==> config.mk <==
export PLATFORM = sky130hd
export DESIGN_NAME = reciprocal_frequency_averager_top
export DESIGN_NICKNAME = d
export VERILOG_FILES = /design/src/rtl/rfa_pkg.sv /design/src/rtl/rfa_div.sv /design/src/rtl/rfa_dpath.sv /design/src/rtl/rfa_ctrl.sv /design/src/rtl/reciprocal_frequency_averager_top.sv
export SDC_FILE = /design/constraint.sdc
export NUM_CORES = 2
export LEC_CHECK = 0
export BUFFER_PORTS_ARGS = -buffer_cell sky130_fd_sc_hd__clkbuf_2
export CORE_UTILIZATION = 40
export DETAILED_ROUTE_END_ITERATION = 10
export GPL_TIMING_DRIVEN = 0
export HOLD_SLACK_MARGIN = 0.08
export PLACE_DENSITY = 0.55
export SYNTH_ARGS = -nofsm -noshare
export SYNTH_HDL_FRONTEND = slang
export SYNTH_SLANG_ARGS = --single-unit
==> constraint.sdc <==
create_clock -name clk -period 10.55 [get_ports clk]
set_input_delay 1.5825 -clock clk [delete_from_list [all_inputs] [get_ports clk]]
set_output_delay 1.5825 -clock clk [all_outputs]
set_load 0.02 [all_outputs]
==> src/rtl/rfa_pkg.sv <==
`timescale 1ns / 1ps
// ----------------------------------------------------------------------------
// rfa_pkg : shared types and constants of the reciprocal frequency averager
// Word layouts, status codes, register indexes, controller states and the
// command and status bundles between controller and datapath.
// ----------------------------------------------------------------------------
package rfa_pkg;

  localparam int FREQ_W     = 40;  // Q32.8 Hz
  localparam int PERIOD_W   = 32;
  localparam int REF_W      = 32;
  localparam int RATIO_W    = 8;
  localparam int CFG_DATA_W = 40;
  localparam int CFG_IDX_W  = 2;
  localparam int FRAC_W     = 8;

  // configuration register indexes
  localparam logic [CFG_IDX_W-1:0] CFG_REF_COUNT   = 2'd0;
  localparam logic [CFG_IDX_W-1:0] CFG_SPIKE_RATIO = 2'd1;
  localparam logic [CFG_IDX_W-1:0] CFG_SPIKE_FLOOR = 2'd2;

  // register reset values
  localparam logic [REF_W-1:0]   REF_COUNT_RST   = 32'd3840000000;
  localparam logic [RATIO_W-1:0] SPIKE_RATIO_RST = 8'd10;
  localparam logic [FREQ_W-1:0]  SPIKE_FLOOR_RST = 40'd256;

  // result status codes
  localparam logic [1:0] ST_HELD    = 2'd0;
  localparam logic [1:0] ST_NOSIG   = 2'd1;
  localparam logic [1:0] ST_SPIKE   = 2'd2;
  localparam logic [1:0] ST_UPDATED = 2'd3;

  typedef struct packed {
    logic [PERIOD_W-1:0] period;
    logic                running;
    logic                panning;
    logic                frozen;
  } in_word_t;

  typedef struct packed {
    logic [FREQ_W-1:0] frequency;
    logic [1:0]        status;
  } out_word_t;

  typedef enum logic [2:0] {
    S_IDLE,
    S_DECODE,
    S_DIV_INST,
    S_CHECK,
    S_AVG_START,
    S_DIV_AVG,
    S_RESULT
  } state_t;

  // controller to datapath
  typedef struct packed {
    logic       load_in;
    logic       clear;
    logic       start_inst;
    logic       cap_inst;
    logic       commit;
    logic       start_avg;
    logic       set_avg;
    logic       out_load;
    logic [1:0] res_code;
  } ctrl_cmd_t;

  // datapath to controller
  typedef struct packed {
    logic inactive;
    logic no_signal;
    logic spike;
    logic div_done;
  } dp_stat_t;

endpackage

==> src/rtl/rfa_div.sv <==
`timescale 1ns / 1ps
// ----------------------------------------------------------------------------
// rfa_div : shared restoring divider
// One quotient bit per cycle; done pulses for one cycle once the last quotient
// bit is in, with the quotient valid. Divisor must be nonzero.
// ----------------------------------------------------------------------------
module rfa_div #(
  parameter int DVD_W = 43,
  parameter int DVS_W = 32
) (
  input  logic             clk,
  input  logic             rst_n,
  input  logic             start,
  input  logic [DVD_W-1:0] dividend,
  input  logic [DVS_W-1:0] divisor,
  output logic             done,
  output logic [DVD_W-1:0] quotient
);

  localparam int CNT_W = $clog2(DVD_W + 1);

  logic [DVD_W-1:0] quo_r;
  logic [DVS_W-1:0] rem_r;
  logic [DVS_W-1:0] dvs_r;
  logic [CNT_W-1:0] cnt_r;
  logic             done_r;

  logic [DVS_W:0] trial;
  logic [DVS_W:0] diff;
  logic           ge;

  // trial subtract of the next partial remainder
  assign trial = {rem_r, quo_r[DVD_W-1]};
  assign diff  = trial - {1'b0, dvs_r};
  assign ge    = (trial >= {1'b0, dvs_r});

  // iteration control
  always_ff @(posedge clk) begin
    if (!rst_n) begin
      cnt_r  <= '0;
      done_r <= 1'b0;
    end else begin
      done_r <= 1'b0;
      if (start) begin
        cnt_r <= CNT_W'(DVD_W);
      end else if (cnt_r != '0) begin
        cnt_r <= cnt_r - 1'b1;
        if (cnt_r == CNT_W'(1)) begin
          done_r <= 1'b1;
        end
      end
    end
  end

  // quotient and remainder shift
  always_ff @(posedge clk) begin
    if (start) begin
      quo_r <= dividend;
      rem_r <= '0;
      dvs_r <= divisor;
    end else if (cnt_r != '0) begin
      quo_r <= {quo_r[DVD_W-2:0], ge};
      rem_r <= ge ? diff[DVS_W-1:0] : trial[DVS_W-1:0];
    end
  end

  assign done     = done_r;
  assign quotient = quo_r;

endmodule

==> src/rtl/rfa_dpath.sv <==
`timescale 1ns / 1ps
// ----------------------------------------------------------------------------
// rfa_dpath : datapath of the reciprocal frequency averager
// Configuration registers, input and output words, sample ring, running sum,
// fill count, spike test and the shared divider.
// ----------------------------------------------------------------------------
module rfa_dpath #(
  parameter int AVG_DEPTH = 8
) (
  input  logic                               clk,
  input  logic                               rst_n,
  input  logic                               cfg_we,
  input  logic [rfa_pkg::CFG_IDX_W-1:0]      cfg_index,
  input  logic [rfa_pkg::CFG_DATA_W-1:0]     cfg_data,
  input  rfa_pkg::in_word_t                  in_word,
  input  rfa_pkg::ctrl_cmd_t                 cmd,
  output rfa_pkg::dp_stat_t                  stat,
  output rfa_pkg::out_word_t                 out_word
);

  localparam int FREQ_W = rfa_pkg::FREQ_W;
  localparam int SUM_W  = FREQ_W + $clog2(AVG_DEPTH);
  localparam int SLOT_W = (AVG_DEPTH > 1) ? $clog2(AVG_DEPTH) : 1;
  localparam int FILL_W = $clog2(AVG_DEPTH + 1);
  localparam int PROD_W = FREQ_W + rfa_pkg::RATIO_W;

  logic [rfa_pkg::REF_W-1:0]   ref_r;
  logic [rfa_pkg::RATIO_W-1:0] ratio_r;
  logic [FREQ_W-1:0]           floor_r;

  rfa_pkg::in_word_t  in_r;
  rfa_pkg::out_word_t out_r;

  logic [FREQ_W-1:0] ring [AVG_DEPTH];
  logic [FREQ_W-1:0] ring_rd_r;
  logic [SUM_W-1:0]  sum_r;
  logic [SUM_W-1:0]  sum_nxt;
  logic [SLOT_W-1:0] slot_r;
  logic [FILL_W-1:0] fill_r;
  logic [FREQ_W-1:0] avg_r;
  logic [FREQ_W-1:0] inst_r;
  logic [PROD_W-1:0] prod_r;
  logic [PROD_W-1:0] prod;
  logic [FREQ_W-1:0] drop_val;

  logic [SUM_W-1:0]             div_dvd;
  logic [rfa_pkg::PERIOD_W-1:0] div_dvs;
  logic [SUM_W-1:0]             div_quo;
  logic                         div_done;

  // configuration writes
  always_ff @(posedge clk) begin
    if (!rst_n) begin
      ref_r   <= rfa_pkg::REF_COUNT_RST;
      ratio_r <= rfa_pkg::SPIKE_RATIO_RST;
      floor_r <= rfa_pkg::SPIKE_FLOOR_RST;
    end else if (cfg_we) begin
      case (cfg_index)
        rfa_pkg::CFG_REF_COUNT:   ref_r   <= cfg_data[rfa_pkg::REF_W-1:0];
        rfa_pkg::CFG_SPIKE_RATIO: ratio_r <= cfg_data[rfa_pkg::RATIO_W-1:0];
        rfa_pkg::CFG_SPIKE_FLOOR: floor_r <= cfg_data[FREQ_W-1:0];
        default: ;
      endcase
    end
  end

  // spike threshold, taken from the average held when the word arrives
  assign prod = PROD_W'(avg_r) * PROD_W'(ratio_r);

  always_ff @(posedge clk) begin
    if (cmd.load_in) begin
      in_r   <= in_word;
      prod_r <= prod;
    end
  end

  // decode of the held word
  assign stat.inactive  = !(in_r.running && !in_r.panning && !in_r.frozen);
  assign stat.no_signal = (in_r.period == '0) || (in_r.period == '1);
  assign stat.spike     = (fill_r != '0) && (avg_r > floor_r) &&
                          ({{rfa_pkg::RATIO_W{1'b0}}, inst_r} > prod_r);
  assign stat.div_done  = div_done;

  // divider operand select: instant value or average
  always_comb begin
    if (cmd.start_avg) begin
      div_dvd = sum_r;
      div_dvs = rfa_pkg::PERIOD_W'(fill_r);
    end else begin
      div_dvd = SUM_W'({ref_r, {rfa_pkg::FRAC_W{1'b0}}});
      div_dvs = in_r.period;
    end
  end

  rfa_div #(
    .DVD_W (SUM_W),
    .DVS_W (rfa_pkg::PERIOD_W)
  ) u_div (
    .clk      (clk),
    .rst_n    (rst_n),
    .start    (cmd.start_inst | cmd.start_avg),
    .dividend (div_dvd),
    .divisor  (div_dvs),
    .done     (div_done),
    .quotient (div_quo)
  );

  always_ff @(posedge clk) begin
    if (cmd.cap_inst) begin
      inst_r <= div_quo[FREQ_W-1:0];
    end
  end

  // sample ring; the slot being replaced is read every cycle
  always_ff @(posedge clk) begin
    ring_rd_r <= ring[slot_r];
    if (cmd.commit) begin
      ring[slot_r] <= inst_r;
    end
  end

  // a slot beyond the fill count holds nothing since the last clear
  assign drop_val = (fill_r == FILL_W'(AVG_DEPTH)) ? ring_rd_r : '0;
  assign sum_nxt  = sum_r - SUM_W'(drop_val) + SUM_W'(inst_r);

  // averaging state
  always_ff @(posedge clk) begin
    if (!rst_n || cmd.clear) begin
      sum_r  <= '0;
      slot_r <= '0;
      fill_r <= '0;
      avg_r  <= '0;
    end else begin
      if (cmd.commit) begin
        sum_r  <= sum_nxt;
        slot_r <= (slot_r == SLOT_W'(AVG_DEPTH - 1)) ? '0 : slot_r + 1'b1;
        if (fill_r != FILL_W'(AVG_DEPTH)) begin
          fill_r <= fill_r + 1'b1;
        end
      end
      if (cmd.set_avg) begin
        avg_r <= div_quo[FREQ_W-1:0];
      end
    end
  end

  // result word; a cleared average already reads zero
  always_ff @(posedge clk) begin
    if (cmd.out_load) begin
      out_r.frequency <= avg_r;
      out_r.status    <= cmd.res_code;
    end
  end

  assign out_word = out_r;

endmodule

==> src/rtl/rfa_ctrl.sv <==
`timescale 1ns / 1ps
// ----------------------------------------------------------------------------
// rfa_ctrl : controller of the reciprocal frequency averager
// Sequences one word through decode, up to two divisions and the ring update,
// and owns both handshakes.
// ----------------------------------------------------------------------------
module rfa_ctrl (
  input  logic               clk,
  input  logic               rst_n,
  input  logic               in_valid,
  output logic               in_stall,
  output logic               out_valid,
  input  logic               out_stall,
  input  rfa_pkg::dp_stat_t  stat,
  output rfa_pkg::ctrl_cmd_t cmd
);

  rfa_pkg::state_t state_r;
  rfa_pkg::state_t state_nxt;
  logic [1:0]      res_r;
  logic [1:0]      res_nxt;
  logic            out_valid_r;
  logic            out_valid_nxt;
  logic            out_free;

  assign out_free = !out_valid_r || !out_stall;

  // next state
  always_comb begin
    state_nxt = state_r;
    case (state_r)
      rfa_pkg::S_IDLE: begin
        if (in_valid) state_nxt = rfa_pkg::S_DECODE;
      end
      rfa_pkg::S_DECODE: begin
        if (stat.inactive || stat.no_signal) state_nxt = rfa_pkg::S_RESULT;
        else                                 state_nxt = rfa_pkg::S_DIV_INST;
      end
      rfa_pkg::S_DIV_INST: begin
        if (stat.div_done) state_nxt = rfa_pkg::S_CHECK;
      end
      rfa_pkg::S_CHECK: begin
        if (stat.spike) state_nxt = rfa_pkg::S_RESULT;
        else            state_nxt = rfa_pkg::S_AVG_START;
      end
      rfa_pkg::S_AVG_START: state_nxt = rfa_pkg::S_DIV_AVG;
      rfa_pkg::S_DIV_AVG: begin
        if (stat.div_done) state_nxt = rfa_pkg::S_RESULT;
      end
      rfa_pkg::S_RESULT: begin
        if (out_free) state_nxt = rfa_pkg::S_IDLE;
      end
      default: state_nxt = rfa_pkg::S_IDLE;
    endcase
  end

  // commands
  always_comb begin
    cmd          = '0;
    cmd.res_code = res_r;
    res_nxt      = res_r;
    case (state_r)
      rfa_pkg::S_IDLE: cmd.load_in = in_valid;
      rfa_pkg::S_DECODE: begin
        if (stat.inactive) begin
          res_nxt = rfa_pkg::ST_HELD;
        end else if (stat.no_signal) begin
          cmd.clear = 1'b1;
          res_nxt   = rfa_pkg::ST_NOSIG;
        end else begin
          cmd.start_inst = 1'b1;
        end
      end
      rfa_pkg::S_DIV_INST: cmd.cap_inst = stat.div_done;
      rfa_pkg::S_CHECK: begin
        if (stat.spike) res_nxt    = rfa_pkg::ST_SPIKE;
        else            cmd.commit = 1'b1;
      end
      rfa_pkg::S_AVG_START: cmd.start_avg = 1'b1;
      rfa_pkg::S_DIV_AVG: begin
        if (stat.div_done) begin
          cmd.set_avg = 1'b1;
          res_nxt     = rfa_pkg::ST_UPDATED;
        end
      end
      rfa_pkg::S_RESULT: cmd.out_load = out_free;
      default: ;
    endcase
  end

  // output valid flag
  always_comb begin
    out_valid_nxt = out_valid_r;
    if (cmd.out_load)      out_valid_nxt = 1'b1;
    else if (!out_stall)   out_valid_nxt = 1'b0;
  end

  always_ff @(posedge clk) begin
    if (!rst_n) begin
      state_r     <= rfa_pkg::S_IDLE;
      res_r       <= rfa_pkg::ST_HELD;
      out_valid_r <= 1'b0;
    end else begin
      state_r     <= state_nxt;
      res_r       <= res_nxt;
      out_valid_r <= out_valid_nxt;
    end
  end

  assign in_stall  = (state_r != rfa_pkg::S_IDLE);
  assign out_valid = out_valid_r;

endmodule

==> src/rtl/reciprocal_frequency_averager_top.sv <==
`timescale 1ns / 1ps
// ----------------------------------------------------------------------------
// reciprocal_frequency_averager_top : reciprocal counter with moving average
// Instant frequency = reference_count * 256 / period in Q32.8 Hz, spike
// filter, ring of AVG_DEPTH samples and running-sum average.
// ----------------------------------------------------------------------------
//  channel | direction | handshake          | word
//  in      | input     | in_valid/in_stall   | period, running, panning, frozen
//  out     | output    | out_valid/out_stall | frequency, status
//  cfg     | input     | cfg_we              | cfg_index, cfg_data
//
// Inactive and no-signal words go from decode straight to the result; a
// spiked word passes decode, the instant division and the spike check; an
// accepted sample also passes the average division, both on the shared
// one-bit-per-cycle divider. One word is in flight at once; a result held
// by out_stall does not block the next acceptance, but the next result waits
// for it. No clearing pass after reset: the fill count masks unwritten slots.
// ----------------------------------------------------------------------------
module reciprocal_frequency_averager_top #(
  parameter int AVG_DEPTH = 8
) (
  input  logic                           clk,
  input  logic                           rst_n,
  input  logic                           cfg_we,
  input  logic [rfa_pkg::CFG_IDX_W-1:0]  cfg_index,
  input  logic [rfa_pkg::CFG_DATA_W-1:0] cfg_data,
  input  logic                           in_valid,
  output logic                           in_stall,
  input  rfa_pkg::in_word_t              in_word,
  output logic                           out_valid,
  input  logic                           out_stall,
  output rfa_pkg::out_word_t             out_word
);

  rfa_pkg::ctrl_cmd_t cmd;
  rfa_pkg::dp_stat_t  stat;

  rfa_ctrl u_ctrl (
    .clk       (clk),
    .rst_n     (rst_n),
    .in_valid  (in_valid),
    .in_stall  (in_stall),
    .out_valid (out_valid),
    .out_stall (out_stall),
    .stat      (stat),
    .cmd       (cmd)
  );

  rfa_dpath #(
    .AVG_DEPTH (AVG_DEPTH)
  ) u_dpath (
    .clk       (clk),
    .rst_n     (rst_n),
    .cfg_we    (cfg_we),
    .cfg_index (cfg_index),
    .cfg_data  (cfg_data),
    .in_word   (in_word),
    .cmd       (cmd),
    .stat      (stat),
    .out_word  (out_word)
  );

  // busy right after a word is taken
  a_busy_after_accept: assert property (@(posedge clk) disable iff (!rst_n)
    (in_valid && !in_stall) |=> in_stall)
    else $error("input taken again while a word is in flight");

  // a waiting result is never overwritten
  a_no_overwrite: assert property (@(posedge clk) disable iff (!rst_n)
    cmd.out_load |-> !(out_valid && out_stall))
    else $error("result register loaded while still stalled");

  // no-signal result reads zero
  a_nosig_zero: assert property (@(posedge clk) disable iff (!rst_n)
    (out_valid && out_word.status == rfa_pkg::ST_NOSIG) |-> (out_word.frequency == '0))
    else $error("no-signal result with nonzero frequency");

  // divider finishes only inside a word
  a_div_in_word: assert property (@(posedge clk) disable iff (!rst_n)
    stat.div_done |-> in_stall)
    else $error("divider done while idle");

endmodule
==> impl_results.md <==
- Status: finished clean
- Total GRT Usage: 0.248
- PD cells: 170 mW/mm^2
- Area Growth Syn to Fin: 12.3%
- Crit-path most repeated cell: fa_1
- Ys flop type: edfxtp_1
- Distinct cells, synth: between 80 and 90
- Slew HR: 0.240
- Leak: around 22 nW
- Clock Tree Buf Depth: 3
- RSZ-0062 raised after global routing: false
- MaxCap Viol Count: 0
- Placer Congestion: 0.909
- Multiplexer share of the synthesized area: 0.0143
- Worst Setup End Kind: register
- Worst reg2reg path depth: 20
- Fin crit period: between 6 and 7 ns
- DR DRC count: 0
- Synth area leaders: edfxtp_1 36%, fa_1 12%, dfxtp_1 11%, ha_1 6.2%, inv_1 4.4%
- Hold_buf cts: 0
- Ys async rst share: 0
- Compound-Gate Fraction of Synth Area: 0.123
- Setup CP Type: register to register
- Final Setup Violations: 0
- DP Wirelength: 108000 um
- Largest family of logic cells by synthesized area: adder cells
- Hold Vio Cnt, Final: 0
- Max VDD drop: about 0.13 mV
- Vias in the first global route: between 30000 and 40000
- Syn Inst Count: approximately 4300
- Die height: around 340 um
- FF+latch count, synth: about 820
- Mean area per synthesized cell: between 10 and 15 sq um
- Post-DRT Antenna Nets: 0
- CP max-delay cell: clkbuf_1
- CTS buffer count: 87
- Worst-Margin Slew: ~1.1 ns
- CTS H-tree lvls: 3
- CP delay by family, top: adder cells
- Via count: 33281
- I/O Pins: between 100 and 150
- Hold WC Path Type: register to register
- Crit path buf inv count: 4
- Crit path required time: 10.95 ns
- Worst-skew pair later-pin latency: 0.66 ns
- DP Area: 0.0495 sq mm
- CTS tree: yes
- Setup TNS: 0 ns
- Hold path cells: 0
- Area leader, netlist: edfxtp_1
- Vias per Instance: 5.40
- CP Cell Sequence: clkbuf_1 > nand2_1 > fa_1 > fa_1 > inv_1 > fa_1 > inv_1 > fa_1 > inv_1 > ha_1 > a21o_1 > a21oi_1 > a2111oi_0 > or4b_1 > a31oi_2 > o21ai_2 > a31oi_2 > o31ai_1 > a21oi_1 > xnor2_1
- Number of DRC markers in iteration 0: between 3000 and 4000
- Gr ovfl total: 0
- Max Slew Vio Count: 0
- Largest stage delay, worst path: ~0.8 ns
- Post-Syn Area: 0.0466 sq mm
- Post-route cell area: roughly 0.052 sq mm
- Initial antenna violation count: 4
- Syn_nets: around 4900
- Clock tree sinks: slightly above 800
- Synth Area in Adders: 0.177
- Initial Util: 0.405
- Number of synthesized flops with an enable pin: 560
- Hold path startpoint: u_ctrl.res_r[1]$_SDFFE_PN0P_
- Reg-to-Reg End: u_dpath.prod_r[47]$_DFFE_PP_
- Final setup skew: ~0.045 ns
- Crit path DAT: 7.16 ns
- Warnings, synthesis: 0
- Crit-path max FO: 10
- Share of cells above drive strength 1: 0.0712
- Sequential share of the synthesized area: 0.470
- Num rows: approximately 120
- Post-Route WL: 147000 um
- WL/cell: 23.9 um
- Die W: about 340 um
- Worst hold endpoint: u_dpath.out_word[1]$_DFFE_PP_
- Share of the synthesized area in the top cell type: 0.361
- Die footprint: approximately 0.12 sq mm
- F_max: ~0.15 GHz
- Period utilisation layout: 0.640
- Simple-gate share of the synthesized area: 0.135
- Post-synthesis xor/xnor area fraction: 0.0199
- Placeable Area: 0.115 sq mm
- Router iterations before antenna repair: 6
- Largest net degree at the start of global routing: 37
- Post-CTS sizing: 0
- Clk Tree Root Cell: clkbuf_16
- Clock edge transition at the registers on the reported setup and hold paths: around 0.06 ns
- First-pass GRT wire length: approximately 210000 um
- Startpoint Class: register
- Port Buf Inserts: 125
- Reg-to-reg setup timing slack: approximately 3.8 ns
- Post-CTS Setup Inserts: 0
- Nets@finish: approximately 5200
- Reg2reg start: u_dpath.ratio_r[7]$_SDFFE_PN0P_
[cells by family (layout without fill, tap and decap cells)]
| logic type | count (synthesis) | in the layout |
|---|---|---|
| muxes | 66 | 66 |
| other | 0 | 1 |
| adders and majority gates | 499 | 499 |
| DFF | 815 | 815 |
| xor gates and xnor gates | 106 | 106 |
| AOI/OAI and AO/OA | 855 | 855 |
| buffers and inverters | 747 | 1054 |
| and+or+nand+nor | 1251 | 1251 |
[metal layers]
metal  vias to the layer above  global-route usage  wire length (um)  share of wire
met5                         -                   0                 0              0
met4                         0              0.0795              4830          0.033
met3                       187              0.0475             10600          0.072
met2                      1017               0.376             64100           0.44
met1                     16704               0.357             67400           0.46
li1                      15373                   -                 -              -
[how the worst max path moves through the flow]
| stage | startpoint | slack, ns | cells past startpoint | to |
|---|---|---|---|---|
| finish | u_dpath.ratio_r[7]$_SDFFE_PN0P_ | 3.79 | 20 | u_dpath.prod_r[47]$_DFFE_PP_ |
| global route | u_dpath.ratio_r[7]$_SDFFE_PN0P_ | 3.41 | 20 | u_dpath.prod_r[47]$_DFFE_PP_ |
| CTS | u_dpath.ratio_r[7]$_SDFFE_PN0P_ | 3.81 | 20 | u_dpath.prod_r[47]$_DFFE_PP_ |
| detailed placement | u_dpath.ratio_r[7]$_SDFFE_PN0P_ | 3.82 | 20 | u_dpath.prod_r[47]$_DFFE_PP_ |
| global placement | u_dpath.avg_r[39]$_SDFFE_PP0P_ | -0.21 | 11 | u_dpath.ring[5][30]$_DFFE_PP_ |
| floorplan | u_dpath.avg_r[15]$_SDFFE_PP0P_ | 4.89 | 11 | u_dpath.ring[5][0]$_DFFE_PP_ |
[state kept, by name, summed over array words and instances (netlist names), 35 cells and up]
signal / flops
u_dpath.ring_rd_r: 40
u_dpath.floor_r: 40
u_dpath.in_r: 35
u_dpath.out_word: 42
u_dpath.sum_r: 43
u_dpath.inst_r: 40
u_dpath.prod_r: 48
u_dpath.avg_r: 40
u_dpath.u_div.quotient: 43
u_dpath.ring: 320
[power breakdown]
group / total (mW) / leakage [nW] / switching [mW] / internal, mW
clock: 3.05 / 1.37 / 1.33 / 1.72
combinational: 1.81 / 13.0 / 1.12 / 0.695
sequential: 4.04 / 7.23 / 0.243 / 3.79
[metrics by stage]
stage	instances	utilization	power, mW	setup WS (ns)	hold slack, ns
after global routing	6158	0.455	9.30	3.41	0.447
after global placement	5976	0.427	5.86	-0.214	0.429
after detailed placement	5996	0.431	5.89	3.82	0.419
final	6159	0.455	8.90	3.79	0.439
after CTS	6158	0.455	8.93	3.81	0.438
after floorplan	4339	-	5.28	4.89	0.409
[final cells by class]
| class | instances | area [sq um] |
|---|---|---|
| repair buffers | 145 | 958 |
| fillers | 10887 | 62600 |
| plain buffers | 202 | 776 |
| multi-input cells | 2777 | 21900 |
| diodes | 1 | 2.50 |
| well taps | 1512 | 1890 |
| inverters | 545 | 2050 |
| clock inverters | 43 | 483 |
| clock buffers | 119 | 2340 |
| flip-flops and latches | 815 | 21900 |
[Yosys cell counts, types with 11 or more instances]
library cell,number
a211oi_1,18
o31ai_1,14
nand2_1,466
nor3b_1,11
a22o_1,11
a21oi_1,228
clkbuf_1,183
mux2i_1,62
a21boi_0,69
o21ai_0,102
nor2b_1,58
o21bai_1,18
nor3_1,27
and3_1,20
nand3_1,55
ha_1,230
a22oi_1,161
edfxtp_1,560
xnor2_1,65
xor2_1,41
or3_1,13
nor4_1,23
nand2b_1,19
fa_1,269
and2_1,288
nand4_1,91
inv_1,543
a21o_1,94
o21a_1,22
nor2_1,144
buf_2,14
dfxtp_1,255
o21ai_1,22
[layout by cell type, fill, tap and decap left out, types with 14 or more instances in the layout]
master and count:
clkbuf_2 125, nor3_1 26, a22oi_1 161, a211oi_1 18, nand4_1 91, nor2_1 143
ha_1 230, o31ai_1 14, o21a_1 22, clkbuf_1 211, a21o_1 94, edfxtp_1 560
xnor2_1 65, nand2b_1 19, nor4_1 23, mux2i_1 62, buf_2 14, o21ai_1 22
a21oi_1 227, fa_1 269, xor2_1 41, clkbuf_16 87, o21ai_0 102, clkinv_2 14
o21bai_1 18, nor2b_1 58, inv_1 542, and3_1 20, nand3_1 55, dfxtp_1 255
nand2_1 466, a21boi_0 69, and2_1 281
Power figures use the tool's default switching activity.
